[src/rtl/lzmc_pkg.sv]
// ----------------------------------------------------------------------------
// lzmc_pkg
// Shared types and constants for the LZ77 match compressor.
// ----------------------------------------------------------------------------
package lzmc_pkg;

    localparam int RING_AW   = 13;
    localparam int RING_DEPTH = 1 << RING_AW;
    localparam int TOKEN_CAP = 16;
    localparam int MIN_MATCH = 3;
    localparam int LEN_W     = 5;
    localparam int CNT_W     = 14;

    localparam logic REG_WINDOW_SPAN = 1'b0;
    localparam logic REG_MAX_MATCH   = 1'b1;

    // candidate travelling down the compare chain
    typedef struct packed {
        logic               vld;
        logic               alive;
        logic [LEN_W-1:0]   len;
        logic [RING_AW-1:0] off;
    } cand_t;

    typedef enum logic [4:0] {
        ST_IDLE    = 5'b00001,
        ST_DECIDE  = 5'b00010,
        ST_LOAD    = 5'b00100,
        ST_RUN     = 5'b01000,
        ST_RESOLVE = 5'b10000
    } state_t;

endpackage

[src/rtl/lzmc_cell.sv]
// ----------------------------------------------------------------------------
// lzmc_cell
// One compare cell: holds one lookahead byte and extends a candidate match.
// ----------------------------------------------------------------------------
module lzmc_cell
    import lzmc_pkg::*;
(
    input  logic       clk,
    input  logic       rst_n,
    input  cand_t      cand_in,
    input  logic [7:0] stream_byte,
    input  logic       active,
    input  logic       load_en,
    input  logic [7:0] target_in,
    output cand_t      cand_out,
    output logic [7:0] target_out
);

    cand_t      cand_reg;
    cand_t      cand_next;
    logic [7:0] target_reg;

    always_comb
    begin
        cand_next = cand_in;
        if (active)
        begin
            if (cand_in.alive && (stream_byte == target_reg))
            begin
                cand_next.len = cand_in.len + LEN_W'(1);
            end
            else
            begin
                cand_next.alive = 1'b0;
            end
        end
    end

    always_ff @(posedge clk or negedge rst_n)
    begin
        if (!rst_n)
        begin
            cand_reg <= '0;
        end
        else
        begin
            cand_reg <= cand_next;
        end
    end

    always_ff @(posedge clk)
    begin
        if (load_en)
        begin
            target_reg <= target_in;
        end
    end

    assign cand_out   = cand_reg;
    assign target_out = target_reg;

endmodule

[config.mk]
export PLATFORM = sky130hd
export DESIGN_NAME = lzmc_cell
export DESIGN_NICKNAME = d
export VERILOG_FILES = /design/src/rtl/lzmc_pkg.sv /design/src/rtl/lzmc_cell.sv
export SDC_FILE = /design/constraint.sdc
export NUM_CORES = 1
export LEC_CHECK = 0
export ABC_CLOCK_PERIOD_IN_PS = 1330
export BUFFER_PORTS_ARGS = -buffer_cell sky130_fd_sc_hd__buf_4
export CORE_MARGIN = 5
export CORE_UTILIZATION = 35
export CTS_CLUSTER_DIAMETER = 80
export CTS_CLUSTER_SIZE = 40
export DETAILED_ROUTE_END_ITERATION = 6
export PLACE_DENSITY = 0.73
export SKIP_CTS_REPAIR_TIMING = 1
export SKIP_LAST_GASP = 1
export SYNTH_ARGS = -nofsm -noshare
export SYNTH_HDL_FRONTEND = slang
export SYNTH_SLANG_ARGS = --single-unit
[constraint.sdc]
create_clock -name clk -period 1.33 [get_ports clk]
set_input_delay 0 -clock clk [delete_from_list [all_inputs] [get_ports clk]]
set_output_delay 0 -clock clk [all_outputs]
set_load 0.05 [all_outputs]
==> results of run 1 <==
[registers in the layout, summed over array words and instances, names as in the netlist]
signal      flops
target_out      8
cand_out       20
[power groups by stage]
stage | combinational (mW) | sequential [mW] | clock, mW
after floorplan | 0.0510 | 1.16 | 0
after global placement | 0.461 | 0.977 | 0
after detailed placement | 0.464 | 0.981 | 0
after CTS | 0.465 | 0.963 | 0.419
after global routing | 0.646 | 0.977 | 0.452
final | 0.612 | 0.971 | 0.403
[per-layer routing]
metal  vias to the layer above  global-route usage
met4                         0              0.0244
met3                         0              0.0703
met5                         -                   0
li1                        425                   -
met1                       404               0.148
met2                        68               0.192
[worst max path at each step]
stage,endpoint,startpoint,cells past startpoint
global placement,cand_out[14],target_out[0],4
global route,cand_out[14],target_out[2],4
detailed placement,cand_out[14],target_out[0],4
CTS,cand_out[16],target_out[5],4
floorplan,cand_out[14],target_out[1],4
finish,cand_out[14],target_out[2],4
[logic make-up (layout without fill, tap and decap cells)]
family | after synthesis | in the layout | share of synthesized area
fa+ha+maj | 1 | 1 | 0.0131
simple gates | 11 | 11 | 0.0815
flops | 28 | 28 | 0.778
buf+inv | 0 | 118 | 0
xor+xnor | 12 | 12 | 0.110
compound gates | 1 | 1 | 0.00525
mux | 1 | 1 | 0.0118
[cell usage in the layout, fill, tap and decap left out]
cell type and instances:
mux2_4 1, and2_1 1, dfrtp_1 20, nand4_4 2, nand3_1 3, nand2_1 1
buf_6 1, xor2_1 4, xnor2_2 8, clkbuf_4 3, ha_1 1, o21ai_0 1
dlygate4sd3_1 31, nor3_4 2, nor4_2 2, clkbuf_8 1, buf_4 82, edfxtp_1 8
[stage by stage]
stage	TNS [ns]	setup WS [ns]	instance area, um2
global route	-0.974	-0.202	2080
detailed placement	-0.496	-0.139	1570
floorplan	-1.23	-0.370	956
finish	-0.415	-0.125	2080
global placement	-0.285	-0.109	1570
CTS	-0.637	-0.161	1600
[worst register-to-register path: stages (launching register included)]
cell and delay (ns):
edfxtp_1 0.46, xnor2_2 0.20, nand4_4 0.18, nor3_4 0.22
mux2_4 0.31
[layout make-up]
cell class	count	area, um2	share of cell area
well taps	31	38.8	0.0187
multi-input cells	26	323	0.156
flip-flops and latches	28	741	0.357
repair buffers	114	937	0.451
clock buffers	4	36.3	0.0175
==> reports/metrics.csv, run 1 <==
metric,value,unit
status,finished with violations,
failing checks,setup timing,
io pins,68,
DRC errors left,0,
Final Hold Vio Count,0,
worst hold slack,0.0611,ns
Startpoint Class,flip-flop,
syn nets,95,
Final nets,214,
Flop pwr share,0.489,
initial antenna violation count,0,
net switching power,590,uW
largest net degree at the start of global routing,21,
DRT iter0 DRCs,9,
setup ws final,-0.125,ns
Yosys top cell area share,0.526,
depth of the worst register-to-register path,4,
first-pass GRT wire length,3920,um
"top cells by area, synth","dfrtp_1, edfxtp_1, xnor2_1, xor2_1, nand4_2",
Die X,62.2,um
Synth top cells by count,"dfrtp_1, edfxtp_1, xnor2_1",
CTS sink cnt,28,
Post-Route M1 WL,1260,um
Tmin final,1.45,ns
Slew @ Worst Pin,0.242,ns
via count,897,
RSZ-0062 raised after global routing,true,
"Power, Total",1.99,mW
pins over their slew limit,0,
Top Metal Used,met3,
vias per cell,4.42,
#FFs+latches synth,28,
Routed Antenna Nets,0,
leak pwr,1.00,nW
asr flop ratio synth,0.714,
drt first pass iters,2,
layout cell share with drive strength beyond 1,0.593,
core outline area,0.00269,mm2
initial core utilization,0.354,
total of max-cap violations,0,
Final Util,0.773,
critical path data arrival time,1.69,ns
num rows,19,
synth unique cells,14,
vias in the first global route,861,
R2R Setup Slk,-0.12,ns
worst r2r src,target_out[2],
root buffer cell,clkbuf_4,
Die ar.,0.00386,mm2
metal2 WL,1490,um
grt ovf,0,
Clock transition at path regs,0.15,ns
register area share after synthesis,0.778,
"CP delay by family, top",flip-flops,
clock network fraction of total power,0.203,
CTS Buf Count,3,
peak supply drop,0.000742,V
cell taking the most area after synthesis,dfrtp_1,
CP Max Fanout,5,
area grow syn2layout,118,%
FF-to-FF End,cand_out[14],
relative slew slack,0.838,
Setup Viol. Count Final,6,
die height,62.2,um
Placer Congestion,0.670,
Main synth FF type,dfrtp_1,
All-Layer GR Usage,0.123,
worst path bufs/invs,0,
WL met3,403,um
CTS tree,yes,
Avg Inst Size Synth,17.6,um2
worst path required time,1.56,ns
post-synthesis cell count,54,
Mapped Area,952,um2
slowest cell delay on critical path,0.46,ns
placed cell count,161,
final wirelength,3150,um
top-count cell post-synth,dfrtp_1,
Synth Warn #,0,
period utilization,1.09,
worst-skew pair later-pin latency,0.32,ns
per-cell routed wire length,15.5,um
"Max stage delay cell, worst path",edfxtp_1,
P_int,1.40,mW
Pwr per Cell Area,957,mW/mm2
Post-synth EDFFs,8,
worst min-delay path class,input port to asynchronous set/reset pin,
CP cell instances,xnor2_2 -> nand4_4 -> nor3_4 -> mux2_4,
switching part of the total power,0.297,
antenna cells,0,
Finished Layout Cells,203,
kind of critical path,flip-flop to flip-flop,
CTS H-tree depth,1,
I/O Buffers,67,
# fillers,147,
fmax,687,MHz
clock buffer depth,2,
CP Capture Type,flip-flop,
worst clock skew,0.0126,ns
Combinational Power Share,0.308,
Power figures use the tool's default switching activity.
==> inputs of run 2 (changes only) <==
--- a/config.mk
+++ b/config.mk
@@ -13,6 +13,7 @@
 export CTS_CLUSTER_SIZE = 40
 export DETAILED_ROUTE_END_ITERATION = 6
 export PLACE_DENSITY = 0.73
+export SETUP_SLACK_MARGIN = 0.1
 export SKIP_CTS_REPAIR_TIMING = 1
 export SKIP_LAST_GASP = 1
 export SYNTH_ARGS = -nofsm -noshare
==> run 2 against run 1 <==
Compared with the run above: the run still ends with setup timing left; final area stayed put; hold slack about the same; clock skew is essentially flat; maximum frequency about the same; critical path type unchanged; largest power group unchanged.
==> reports/metrics.csv, run 2 (synthesis gave the netlist of run 1 again) <==
metric,value,unit
status,finished with violations,
failing checks,setup timing,
CP Max Fanout,5,
initial antenna violation count,0,
worst clock skew,0.0126,ns
vias per cell,4.43,
Area after DPL,0.00157,mm2
most frequent cells in the layout,"buf_4, dlygate4sd3_1, dfrtp_1",
Final Util,0.773,
Reg area,741,um2
pins over their slew limit,0,
num rows,19,
worst-skew pair later-pin latency,0.32,ns
CTS sink cnt,28,
io pins,68,
period utilization,1.09,
Finished Layout Cells,203,
clock buffer depth,2,
Final nets,214,
# fillers,147,
"commonest non-fill, non-tap cell in the layout",buf_4,
CP Capture Type,flip-flop,
largest net degree at the start of global routing,21,
Combinational Power Share,0.308,
CTS H-tree depth,1,
drt first pass iters,2,
relative slew slack,0.838,
via count,899,
worst path required time,1.56,ns
Pwr per Cell Area,957,mW/mm2
FF-to-FF End,cand_out[14],
worst min-delay path class,input port to asynchronous set/reset pin,
setup ws final,-0.124,ns
Flop pwr share,0.489,
depth of the worst register-to-register path,4,
Slew @ Worst Pin,0.242,ns
kind of critical path,flip-flop to flip-flop,
grt ovf,0,
Clock transition at path regs,0.15,ns
R2R Setup Slk,-0.12,ns
root buffer cell,clkbuf_4,
placed cell count,161,
peak supply drop,0.000742,V
initial core utilization,0.354,
Setup Viol. Count Final,6,
Die X,62.2,um
antenna cells,0,
I/O Buffers,67,
fmax,688,MHz
Startpoint Class,flip-flop,
vias in the first global route,861,
switching part of the total power,0.297,
Placer Congestion,0.670,
Routed Antenna Nets,0,
area grow syn2layout,118,%
Largest register FFs,20,
worst r2r src,target_out[5],
die height,62.2,um
clock network fraction of total power,0.203,
Die ar.,0.00386,mm2
layout cell share with drive strength beyond 1,0.593,
critical path data arrival time,1.68,ns
P_int,1.40,mW
All-Layer GR Usage,0.123,
core outline area,0.00269,mm2
net switching power,590,uW
Final Hold Vio Count,0,
Tmin final,1.45,ns
first-pass GRT wire length,3920,um
DRT iter0 DRCs,10,
per-cell routed wire length,15.6,um
final instance area,0.00208,mm2
CTS Buf Count,3,
DRC errors left,0,
leak pwr,1.00,nW
CTS tree,yes,
RSZ-0062 raised after global routing,true,
area of the multi-input gates,323,um2
total of max-cap violations,0,
final wirelength,3160,um
run 2: critical path: stages (launching register included):
cell	delay [ns]
edfxtp_1	0.47
xnor2_2	0.20
nand4_4	0.17
nor3_4	0.22
mux2_4	0.31
run 2: cell type report:
cell class              count  area share
repair buffers            114       0.451
flip-flops and latches     28       0.357
multi-input cells          26       0.156
well taps                  31      0.0187
clock buffers               4      0.0175
run 2: routing by layer:
metal | share of wire | GRT usage | wire length, um | vias to the layer above
met4 | 0 | 0.0244 | 0 | 0
met2 | 0.47 | 0.192 | 1490 | 68
met5 | 0 | 0 | 0 | -
met3 | 0.13 | 0.0703 | 403 | 0
met1 | 0.40 | 0.148 | 1260 | 406
li1 | - | - | - | 425
run 2: power groups by stage:
| stage | clock [mW] | sequential [mW] | combinational, mW |
|---|---|---|---|
| after floorplan | 0 | 1.16 | 0.0510 |
| after global placement | 0 | 0.977 | 0.461 |
| after detailed placement | 0 | 0.981 | 0.464 |
| after CTS | 0.419 | 0.963 | 0.465 |
| after global routing | 0.452 | 0.977 | 0.646 |
| final | 0.403 | 0.971 | 0.612 |
run 2: through the flow:
stage	power (mW)	hold WS, ns	TNS, ns	setup slack [ns]
final	1.99	0.0611	-0.409	-0.124
after global routing	2.07	0.0745	-0.974	-0.202
after CTS	1.85	-0.481	-0.637	-0.161
after detailed placement	1.44	-0.113	-0.496	-0.139
after global placement	1.44	-0.120	-0.285	-0.109
after floorplan	1.21	-0.296	-1.23	-0.370
run 2: worst max-delay path by stage:
stage,startpoint,to,slack [ns],depth (start not counted)
floorplan,target_out[1],cand_out[14],-0.37,4
global placement,target_out[0],cand_out[14],-0.11,4
detailed placement,target_out[0],cand_out[14],-0.14,4
CTS,target_out[5],cand_out[16],-0.16,4
global route,target_out[2],cand_out[14],-0.20,4
finish,target_out[5],cand_out[14],-0.12,4
